**src/hdl/motion_command_frame_parser_top_defines.svh**
```systemverilog
// assertion macros for the motion command frame parser
`ifndef MOTION_COMMAND_FRAME_PARSER_TOP_DEFINES_SVH
`define MOTION_COMMAND_FRAME_PARSER_TOP_DEFINES_SVH

// property that must hold in the same cycle as its antecedent
`define MCFP_ASSERT(name, prop) \
	name: assert property (@(posedge clk) disable iff (!arst_n) prop) \
		else $error("mcfp assertion failed");

// antecedent in one cycle, consequent in the next
`define MCFP_ASSERT_NEXT(name, ante, cons) \
	name: assert property (@(posedge clk) disable iff (!arst_n) (ante) |=> (cons)) \
		else $error("mcfp next-cycle assertion failed");

`endif

```
**src/hdl/mcfp_pkg.sv**
```systemverilog
// shared types and constants of the motion command frame parser
`default_nettype none

package mcfp_pkg;

	// reset value of the start byte register
	localparam logic [7:0] START_BYTE_RST = 8'hAF;

	// action codes
	localparam logic [1:0] ACT_CAR    = 2'd0;
	localparam logic [1:0] ACT_LIFTER = 2'd1;
	localparam logic [1:0] ACT_CAMERA = 2'd2;

	// frame positions: hunting, then index of the next expected byte
	typedef logic [3:0] mcfp_pos_t;
	localparam mcfp_pos_t POS_HUNT    = 4'd0;
	localparam mcfp_pos_t POS_ACTION  = 4'd1;
	localparam mcfp_pos_t POS_MDIST_H = 4'd2;
	localparam mcfp_pos_t POS_MDIST_L = 4'd3;
	localparam mcfp_pos_t POS_MDIR    = 4'd4;
	localparam mcfp_pos_t POS_RDIST_H = 4'd5;
	localparam mcfp_pos_t POS_RDIST_L = 4'd6;
	localparam mcfp_pos_t POS_RDIR    = 4'd7;
	localparam mcfp_pos_t POS_CSUM    = 4'd8;

	// one decoded command, first field in the highest bits
	typedef struct packed {
		logic [7:0]  rotate_direction;
		logic [15:0] rotate_distance;
		logic [7:0]  move_direction;
		logic [15:0] move_distance;
		logic [1:0]  target;
	} mcfp_cmd_t;

endpackage

`default_nettype wire

```
**src/hdl/mcfp_parser.sv**
```systemverilog
// frame state machine: position, running checksum and held fields
`default_nettype none

module mcfp_parser
	import mcfp_pkg::*;
(
	input  wire logic       clk,
	input  wire logic       arst_n,
	input  wire logic       byte_accept,
	input  wire logic [7:0] rx_byte,
	input  wire logic [7:0] start_byte,
	output mcfp_pos_t       frame_pos,
	output logic            cmd_valid,
	output mcfp_cmd_t       cmd
);

	mcfp_pos_t   pos_q;
	logic [7:0]  sum_q;
	logic [1:0]  action_q;
	logic [15:0] mdist_q;
	logic [7:0]  mdir_q;
	logic [15:0] rdist_q;
	logic [7:0]  rdir_q;

	logic        move_ok;
	logic        rot_ok;
	mcfp_pos_t   pos_d;

	// move direction check against the held action
	always_comb begin
		unique case (action_q)
			ACT_CAR:    move_ok = (rx_byte <= 8'd3);
			ACT_LIFTER: move_ok = (rx_byte == 8'd0) || (rx_byte == 8'd2);
			default:    move_ok = 1'b1;
		endcase
	end

	// rotate direction check on its top two bits
	assign rot_ok = (action_q == ACT_LIFTER) ? (rx_byte[7:6] == 2'd0)
		: (rx_byte[7:6] == 2'd3);

	// next frame position
	always_comb begin
		unique case (pos_q)
			POS_HUNT:    pos_d = (rx_byte == start_byte) ? POS_ACTION : POS_HUNT;
			POS_ACTION:  pos_d = (rx_byte <= 8'd2) ? POS_MDIST_H : POS_HUNT;
			POS_MDIST_H: pos_d = POS_MDIST_L;
			POS_MDIST_L: pos_d = POS_MDIR;
			POS_MDIR:    pos_d = move_ok ? POS_RDIST_H : POS_HUNT;
			POS_RDIST_H: pos_d = POS_RDIST_L;
			POS_RDIST_L: pos_d = POS_RDIR;
			POS_RDIR:    pos_d = rot_ok ? POS_CSUM : POS_HUNT;
			default:     pos_d = POS_HUNT;
		endcase
	end

	// state and held fields, updated on every accepted item
	always_ff @(posedge clk or negedge arst_n) begin
		if (!arst_n) begin
			pos_q    <= POS_HUNT;
			sum_q    <= '0;
			action_q <= ACT_CAR;
			mdist_q  <= '0;
			mdir_q   <= '0;
			rdist_q  <= '0;
			rdir_q   <= '0;
		end else if (byte_accept) begin
			pos_q <= pos_d;
			if (pos_q == POS_HUNT) begin
				sum_q <= '0;
			end else if (pos_q <= POS_RDIR) begin
				sum_q <= sum_q + rx_byte;
			end
			unique case (pos_q)
				POS_ACTION:  action_q       <= rx_byte[1:0];
				POS_MDIST_H: mdist_q        <= {rx_byte, 8'h00};
				POS_MDIST_L: mdist_q[7:0]   <= rx_byte;
				POS_MDIR:    mdir_q         <= rx_byte;
				POS_RDIST_H: rdist_q        <= {rx_byte, 8'h00};
				POS_RDIST_L: rdist_q[7:0]   <= rx_byte;
				POS_RDIR:    rdir_q         <= rx_byte;
				default: begin
				end
			endcase
		end
	end

	// checksum byte completes the command
	assign cmd_valid = byte_accept && (pos_q == POS_CSUM) && (sum_q == rx_byte);
	assign frame_pos = pos_q;

	assign cmd.target           = action_q;
	assign cmd.move_distance    = mdist_q;
	assign cmd.move_direction   = mdir_q;
	assign cmd.rotate_distance  = rdist_q;
	assign cmd.rotate_direction = rdir_q;

endmodule

`default_nettype wire

```
**src/hdl/motion_command_frame_parser_top.sv**
```systemverilog
// Motion command frame parser. Takes one received byte per item on the
// slave stream and hunts for a 9-byte frame: start byte (cfg register,
// reset 0xAF), action, move distance high/low, move direction, rotate
// distance high/low, rotate direction and an 8-bit wrapping sum of bytes
// 2 to 8. Checks on action and directions send it back to hunting; a
// frame with a matching sum yields one command on the master stream. One
// byte is taken every cycle while tready is high, and each updates the frame state.
// The decoded command sits in an output register; bytes keep flowing
// while it waits, and tready drops only while the next byte is the checksum
// and the previous command is still untaken.
`default_nettype none
`include "motion_command_frame_parser_top_defines.svh"

module motion_command_frame_parser_top
	import mcfp_pkg::*;
(
	input  wire logic        clk,
	input  wire logic        arst_n,
	// configuration: start byte
	input  wire logic        cfg_we,
	input  wire logic [7:0]  cfg_wdata,
	// received bytes; tdata: rx_byte[7:0]
	input  wire logic        s_axis_tvalid,
	output logic             s_axis_tready,
	input  wire logic [7:0]  s_axis_tdata,
	// commands; tdata: target[1:0], move_distance[17:2], move_direction[25:18],
	// rotate_distance[41:26], rotate_direction[49:42], zero[55:50]
	output logic             m_axis_tvalid,
	input  wire logic        m_axis_tready,
	output logic [55:0]      m_axis_tdata
);

	logic [7:0] start_byte_q;
	logic       s_accept;
	mcfp_pos_t  frame_pos;
	logic       cmd_valid;
	mcfp_cmd_t  cmd;
	logic       out_valid_q;
	mcfp_cmd_t  out_cmd_q;

	// start byte register
	always_ff @(posedge clk or negedge arst_n) begin
		if (!arst_n) begin
			start_byte_q <= START_BYTE_RST;
		end else if (cfg_we) begin
			start_byte_q <= cfg_wdata;
		end
	end

	// stall only a checksum byte that could land on a full output
	assign s_axis_tready = !(out_valid_q && !m_axis_tready && (frame_pos == POS_CSUM));
	assign s_accept      = s_axis_tvalid && s_axis_tready;

	mcfp_parser u_parser (
		.clk        (clk),
		.arst_n     (arst_n),
		.byte_accept(s_accept),
		.rx_byte    (s_axis_tdata),
		.start_byte (start_byte_q),
		.frame_pos  (frame_pos),
		.cmd_valid  (cmd_valid),
		.cmd        (cmd)
	);

	// output register
	always_ff @(posedge clk or negedge arst_n) begin
		if (!arst_n) begin
			out_valid_q <= 1'b0;
		end else if (cmd_valid) begin
			out_valid_q <= 1'b1;
		end else if (m_axis_tready) begin
			out_valid_q <= 1'b0;
		end
	end

	always_ff @(posedge clk) begin
		if (cmd_valid) begin
			out_cmd_q <= cmd;
		end
	end

	assign m_axis_tvalid = out_valid_q;
	assign m_axis_tdata  = {6'b0, out_cmd_q};

	// never overwrite a command that is still waiting
	`MCFP_ASSERT(a_no_overwrite, (out_valid_q && !m_axis_tready) |-> !cmd_valid)
	// a command comes only from the checksum position
	`MCFP_ASSERT(a_cmd_at_csum, cmd_valid |-> (frame_pos == POS_CSUM))
	// the input stalls only on a checksum byte
	`MCFP_ASSERT(a_stall_at_csum, !s_axis_tready |-> (frame_pos == POS_CSUM))
	// after a checksum byte the parser hunts again
	`MCFP_ASSERT_NEXT(a_hunt_after_csum, s_accept && (frame_pos == POS_CSUM),
		frame_pos == POS_HUNT)

endmodule

`default_nettype wire
```
**config.mk**
```make
export PLATFORM = sky130hd
export DESIGN_NAME = motion_command_frame_parser_top
export DESIGN_NICKNAME = d
export VERILOG_FILES = /design/src/hdl/mcfp_pkg.sv /design/src/hdl/mcfp_parser.sv /design/src/hdl/motion_command_frame_parser_top.sv
export VERILOG_INCLUDE_DIRS = /design/src /design/src/hdl
export SDC_FILE = /design/constraint.sdc
export NUM_CORES = 1
export LEC_CHECK = 0
export BUFFER_PORTS_ARGS = -buffer_cell sky130_fd_sc_hd__buf_4
export CORE_AREA = 8 8 108 110
export CTS_CLUSTER_SIZE = 25
export DETAILED_ROUTE_END_ITERATION = 10
export DIE_AREA = 0 0 116 118
export GPL_ROUTABILITY_DRIVEN = 0
export PLACE_DENSITY = 0.74
export SYNTH_ARGS = -nofsm -noshare
export SYNTH_HDL_FRONTEND = slang
export SYNTH_SLANG_ARGS = --single-unit
```
**constraint.sdc**
```tcl
create_clock -name clk -period 4.1 [get_ports clk]
set_clock_uncertainty 0.15 [all_clocks]
set_input_delay 0.41 -clock clk [delete_from_list [all_inputs] [get_ports clk]]
set_output_delay 0.41 -clock clk [all_outputs]
set_load 0.005 [all_outputs]
```
* Yosys cells after proc, flatten, opt, wreduce, memory -nomap -nowiden
Index checks and enable logic that the tools add are counted.
** Cells by class
- Add/sub/neg operators :: 1
- Magnitude comparators :: 3
- Equal/unequal tests :: 13
- Multiplexer cells :: 13
- Reduce and logical (&&, ||, !) cells :: 24
** Operators with widths (count)
- case mux 4 bit (8 select lines) :: 1
- case mux 8 bit (2 select lines) :: 2
- == test 4 x 3 -> 1 bit (second input constant) :: 4
- == test 8 bit :: 2
- less-or-equal comparator 8 x 2 -> 1 bit (second input constant) :: 2
- 2-to-1 mux 8 bit :: 2
- AND reduction 2 bit :: 8
- adder 8 bit :: 1
- == test 4 x 2 -> 1 bit (second input constant) :: 2
- == test 8 x 2 -> 1 bit (second input constant) :: 1
- zero test 8 bit :: 1
- nonzero test 2 bit :: 4
- logical AND 1 bit :: 5
- == test 4 x 1 -> 1 bit (second input constant) :: 1
- == test 4 bit (second input constant) :: 1
- less-or-equal comparator 4 x 3 -> 1 bit (second input constant) :: 1
- zero test 2 bit :: 2
- zero test 4 bit :: 1
- 2-to-1 mux 1 bit :: 4
- 2-to-1 mux 4 bit :: 1
- 2-to-1 mux 3 bit :: 1
- == test 2 x 1 -> 1 bit (second input constant) :: 1
- == test 2 bit (second input constant) :: 1
- zero test 1 bit :: 2
- 3 further kinds :: 3
** Word-level totals
- Register bits :: 121
- Bits of input ports :: 21
- Output and inout bits :: 58
- Logic and storage cells :: 70

* Logic depth before layout (Yosys ltp)
- Word-level depth :: 8
- Gate-level depth with buffers :: 8
- Mapped depth without buffers :: 8

* By module
A second synthesis with hierarchy kept.
** Unflattened totals
- Cells, all modules :: 356
- Area total of the unflattened synthesis :: 4923.5 sq um
** Modules (own cells, without submodules)
- mcfp_parser :: times used 1, cells an instance 274, area an instance 2970.3 sq um, sequential area each 1551.5 sq um
- motion_command_frame_parser_top :: times used 1, cells an instance 82, area an instance 1953.1 sq um, sequential area each 1734.2 sq um

* Worst setup path after synthesis
No wires, ideal clock.
- Path type :: input port to flip-flop
- Start :: input s_axis_tdata[2]
- End :: register out_cmd_q (netlist bit m_axis_tdata[0]) (enable)
- Library setup time :: 0.458 ns
- Data arrival time :: 3.784 ns
- Data required time :: 3.492 ns
- Setup slack :: -0.292 ns
- Stages on the path :: 5
- Buffers on the path :: 0
- Cells stage by stage :: ha_1 > or4_1 > nor4b_1 > nand4_1 > nor2_1
** Between the ends
- Word-level cells in the longest chain between the ends :: 2
** Ends and longest elaborated chain
- from (decl) :: RTL line motion_command_frame_parser_top.sv:25 : input wire logic [7:0] s_axis_tdata,
- == test 8 bit :: RTL line mcfp_parser.sv:89 : assign cmd_valid = byte_accept && (pos_q == POS_CSUM) && (sum_q == rx_byte);
- logical AND 1 bit :: RTL line mcfp_parser.sv:89
- named net cmd_valid :: RTL line motion_command_frame_parser_top.sv:36 : logic cmd_valid;
- to (signal assigned) :: RTL line motion_command_frame_parser_top.sv:78 : out_cmd_q <= cmd;
- to (decl) :: RTL line motion_command_frame_parser_top.sv:39 : mcfp_cmd_t out_cmd_q;
The timed path passes the listed nets, and every way through them passes these cells.
A chain may end at the register's enable or synchronous reset.

* Final worst setup path
- Start :: register u_parser.sum_q[2]
- End :: register out_cmd_q (netlist bit m_axis_tdata[4]) (enable)
** Between the ends
- Word-level cells in the longest chain between the ends :: 2
** Ends and longest elaborated chain
- from (decl) :: RTL line mcfp_parser.sv:18 : logic [7:0] sum_q;
- from (signal assigned) :: RTL line mcfp_parser.sv:72 : sum_q <= sum_q + rx_byte;
- == test 8 bit :: RTL line mcfp_parser.sv:89
- logical AND 1 bit :: RTL line mcfp_parser.sv:89
- named net cmd_valid :: RTL line motion_command_frame_parser_top.sv:36
The timed path passes the listed nets, and every way through them passes these cells.

==> results.tsv <==
stage	metric	value	unit
logic_synthesis	post-synthesis simple-gate area fraction	11.7	%
die	# rows	37	
finish	layout cell share with drive strength beyond 1	32.3	%
logic_synthesis	dominant cell type by area after synthesis	dfrtp_1	
logic_synthesis	YS warnings	0	
logic_synthesis	Synth Area in Compound Gates	5.52	%
logic_synthesis	mapped cell area	4880	um2
critical_path	Worst EP required	4.16	ns
finish	final instance area	6250	um2
place	placed cell area	5510	um2
timing	Final Max Tran Viols	0	
power_and_ir_drop	sequential power share	44.1	%
die	Initial Utilization	48.8	%
finish	Fill cells	762	
finish	area added between synthesis and finish	28.2	%
status	status	finished, final reports clean	
power_and_ir_drop	switch share	27.4	%
critical_path	Worst setup EP type	register	
global_route	first-pass GRT wire length	16800	um
clocking	PostCTS Resize Cnt	0	
timing	final worst setup slack	1.05	ns
timing	Final min period	3.05	ns
drt	drc violations	0	
global_route	total global-route track usage	15.9	%
logic_synthesis	Yosys cell types	51	
flow_run	Max-Cap Viols	0	
drt	total wire length	10100	um
critical_path	setup slack, reg-to-reg	1.05	ns
place	pre-CTS setup slack	0.810	ns
logic_synthesis	Seq/Total Area, Yosys	67.4	%
logic_synthesis	Synth Area in Adders	2.21	%
critical_path	crit path launch type	register	
power_and_ir_drop	Leakage	2.67	nW
drt	vias per std cell	5.13	
timing	Fin. Hold Viols	0	
finish	register area	3290	um2
drt	Initial DRC Count	140	
finish	n_diodes	0	
critical_path	worst path cell trace	ha_1 > or4_1 > nor4b_1 > nand4_1 > nor2_4 > buf_12	
finish	Layout Nets	484	
clocking	clock sinks	121	
clocking	CTS root buffer	clkbuf_8	
timing	setup_tns	0	ns
logic_synthesis	syn avg cell area	13.1	um2
global_route	grt ovf	0	
clocking	clock buffer depth	2	
logic_synthesis	post-synthesis mux area share	7.60	%
die	Die Area	13700	um2
clocking	CTS tree	built	
drt	wire per inst	16.8	um
power_and_ir_drop	power density cells	673	nW/um2
critical_path	Crit-path slowest cell	nor2_4	
clocking	Reg clk slew, reported paths	0.06	ns
logic_synthesis	asr flop ratio synth	58.7	%
die	core area	10000	um2
drt	DR vias	3101	
logic_synthesis	top cells by area, synth	dfrtp_1, edfxtp_1, mux2_2	
critical_path	crit-path max cell delay	0.55	ns
logic_synthesis	FF+latch count, synth	121	
place	I/O Buffers	72	
timing	Worst Tran Pin Value	0.892	ns
timing	RSZ-0062 raised after global routing	no	
power_and_ir_drop	cell-internal power	3.05	mW
clocking	worst skew pair latency	0.51	ns
logic_synthesis	post-synthesis xor/xnor area fraction	2.34	%
critical_path	Setup CP Type	register to register	
timing	Max Fclk	328	MHz
logic_synthesis	synthesized instance count	371	
clocking	CTS Buf Count	17	
global_route	initial antenna violation count	0	
global_route	largest net degree at the start of global routing	72	
die	I/O pins	79	
critical_path	delay-heaviest family, CP	simple AND/OR/NAND/NOR gates	
finish	area occupied by multi-input gates	1460	um2
worst_hold_path	hold crit path type	input pin to register	
timing	endpoints failing setup	0	
power_and_ir_drop	combinational group share of total power	18.3	%
place	DP Wirelength	6760	um
die	die width	116	um
critical_path	CP Max Fanout	32	
logic_synthesis	largest family of logic cells by synthesized area	simple AND/OR/NAND/NOR gates	
power_and_ir_drop	maximum vdd drop	0.443	mV
logic_synthesis	Main synth FF type	dfrtp_1	
drt	Final ANT Viol Nets	0	
timing	Rel. slew slack	40.5	%
drt	TritonRoute pass-1 iters	4	
critical_path	critical path arrival	3.11	ns
die	Die Ht	118	um
clocking	htree depth	4	
logic_synthesis	EDFF count, synth	50	
power_and_ir_drop	clock share of power	37.6	%
power_and_ir_drop	P_sw	1.15	mW
timing	final period utilization	74.4	%
logic_synthesis	Yosys top cell area share	33.4	%
global_route	vias in the first global route	3233	
critical_path	Buf/Inv on CP	1	
sequential cells by signal (all words and copies together), names as in the netlist:
signal,count
u_parser.rdir_q,8
u_parser.action_q,2
u_parser.frame_pos,4
u_parser.mdir_q,8
u_parser.sum_q,8
u_parser.mdist_q,16
m_axis_tdata,50
u_parser.rdist_q,16
m_axis_tvalid,1
start_byte_q,8
cells in the mapped netlist (2+ instances only):
| master | instances |
|---|---|
| o21ai_0 | 19 |
| nor4_1 | 2 |
| nand2_1 | 69 |
| or3_1 | 3 |
| nand2b_1 | 4 |
| nor2_1 | 11 |
| ha_1 | 7 |
| nor4b_1 | 2 |
| or4_1 | 2 |
| buf_4 | 7 |
| nand3_1 | 11 |
| nand4_1 | 4 |
| a21oi_1 | 6 |
| edfxtp_1 | 50 |
| dfrtp_1 | 65 |
| buf_2 | 2 |
| and2_1 | 2 |
| mux2_2 | 32 |
| xor2_1 | 2 |
| clkbuf_1 | 13 |
| nor3_1 | 2 |
| inv_1 | 7 |
| nor2b_1 | 3 |
| xnor2_1 | 11 |
| o31ai_1 | 4 |
| dfstp_2 | 6 |
power by group through the flow:
| stage | clock network (mW) | registers [mW] | logic (mW) |
|---|---|---|---|
| after detailed placement | 0 | 1.88 | 0.746 |
| after global placement | 0 | 1.86 | 0.718 |
| after global routing | 1.66 | 1.89 | 0.869 |
| after floorplan | 0 | 1.75 | 0.646 |
| final | 1.58 | 1.86 | 0.768 |
| after CTS | 1.60 | 1.86 | 0.770 |
per-stage QoR:
stage | hold slack [ns] | total power, mW | util (%) | cells
finish | 0.0465 | 4.20 | 62.5 | 604
global route | 0.0430 | 4.42 | 62.5 | 604
CTS | 0.0322 | 4.23 | 62.5 | 604
detailed placement | 0.282 | 2.62 | 55.1 | 562
global placement | 0.278 | 2.58 | 55.1 | 562
floorplan | -0.0356 | 2.40 | - | 376
kinds of logic after synthesis:
group | Yosys count
AND/OR/NAND/NOR | 122
adder cells (fa/ha/maj) | 8
AO/OA/AOI/OAI | 42
XOR/XNOR | 13
buffers and inverters | 31
multiplexers | 33
other | 1
flip-flops | 121
cell usage in the layout, fill, tap and decap left out, drive strengths merged, types with 3 or more instances in the layout:
cell type	n
edfxtp	50
o21ai	19
nand2	70
dfstp	6
mux2	32
conb	6
a21oi	6
nor2b	3
nor2	13
nand2b	4
dfrtp	65
nand3	11
ha	7
dlygate4sd3	10
nand4	4
clkinv	4
bufinv	5
xnor2	11
o31ai	4
clkinvlp	3
or3	3
buf	74
inv	10
clkbuf	17
area by class of cell:
class | count | share of cell area, %
Clock buffer | 17 | 6.63
Tap cell | 136 | 2.72
Inverter | 7 | 0.420
Clock inverter | 15 | 3.56
Timing Repair Buffer | 84 | 10.7
Multi-Input combinational cell | 224 | 23.4
Sequential cell | 121 | 52.6
metal layers:
metal	up-vias	share of wire, %	track usage, %
li1	1462	-	-
met1	1500	42	19.4
met2	124	49	24.8
met3	15	6.9	5.18
met4	0	2.1	7.30
met5	-	0	0
final timing paths:
check                                          startpoint                         endpoint  depth (start not counted)
hold / removal                            s_axis_tdata[3]  u_parser.rdist_q[3]$_DFFE_PN0P_                          3
min in group asynchronous                          arst_n  u_parser.mdist_q[7]$_DFFE_PN0P_                          2
max in group asynchronous                          arst_n      start_byte_q[6]$_DFFE_PN0P_                          2
hold reg to reg            u_parser.mdir_q[3]$_DFFE_PN0P_       m_axis_tdata[21]$_DFFE_PP_                          0
setup / recovery            u_parser.sum_q[2]$_DFFE_PN0P_        m_axis_tdata[4]$_DFFE_PP_                          6
setup reg to reg            u_parser.sum_q[2]$_DFFE_PN0P_        m_axis_tdata[4]$_DFFE_PP_                          6
tightest hold or removal path: cells and delay by family:
kind / cells / cell delay [ns]
buffers and inverters: 1 / 0.15
and+or+nand+nor: 2 / 0.10
what timing repair did:
action	4_1_cts	5_1_grt
setup endpoints to repair	0	0
hold endpoints to repair	74	0
hold buffers	10	0
setup buffers	0	0
(Power assumes the default switching activity.)
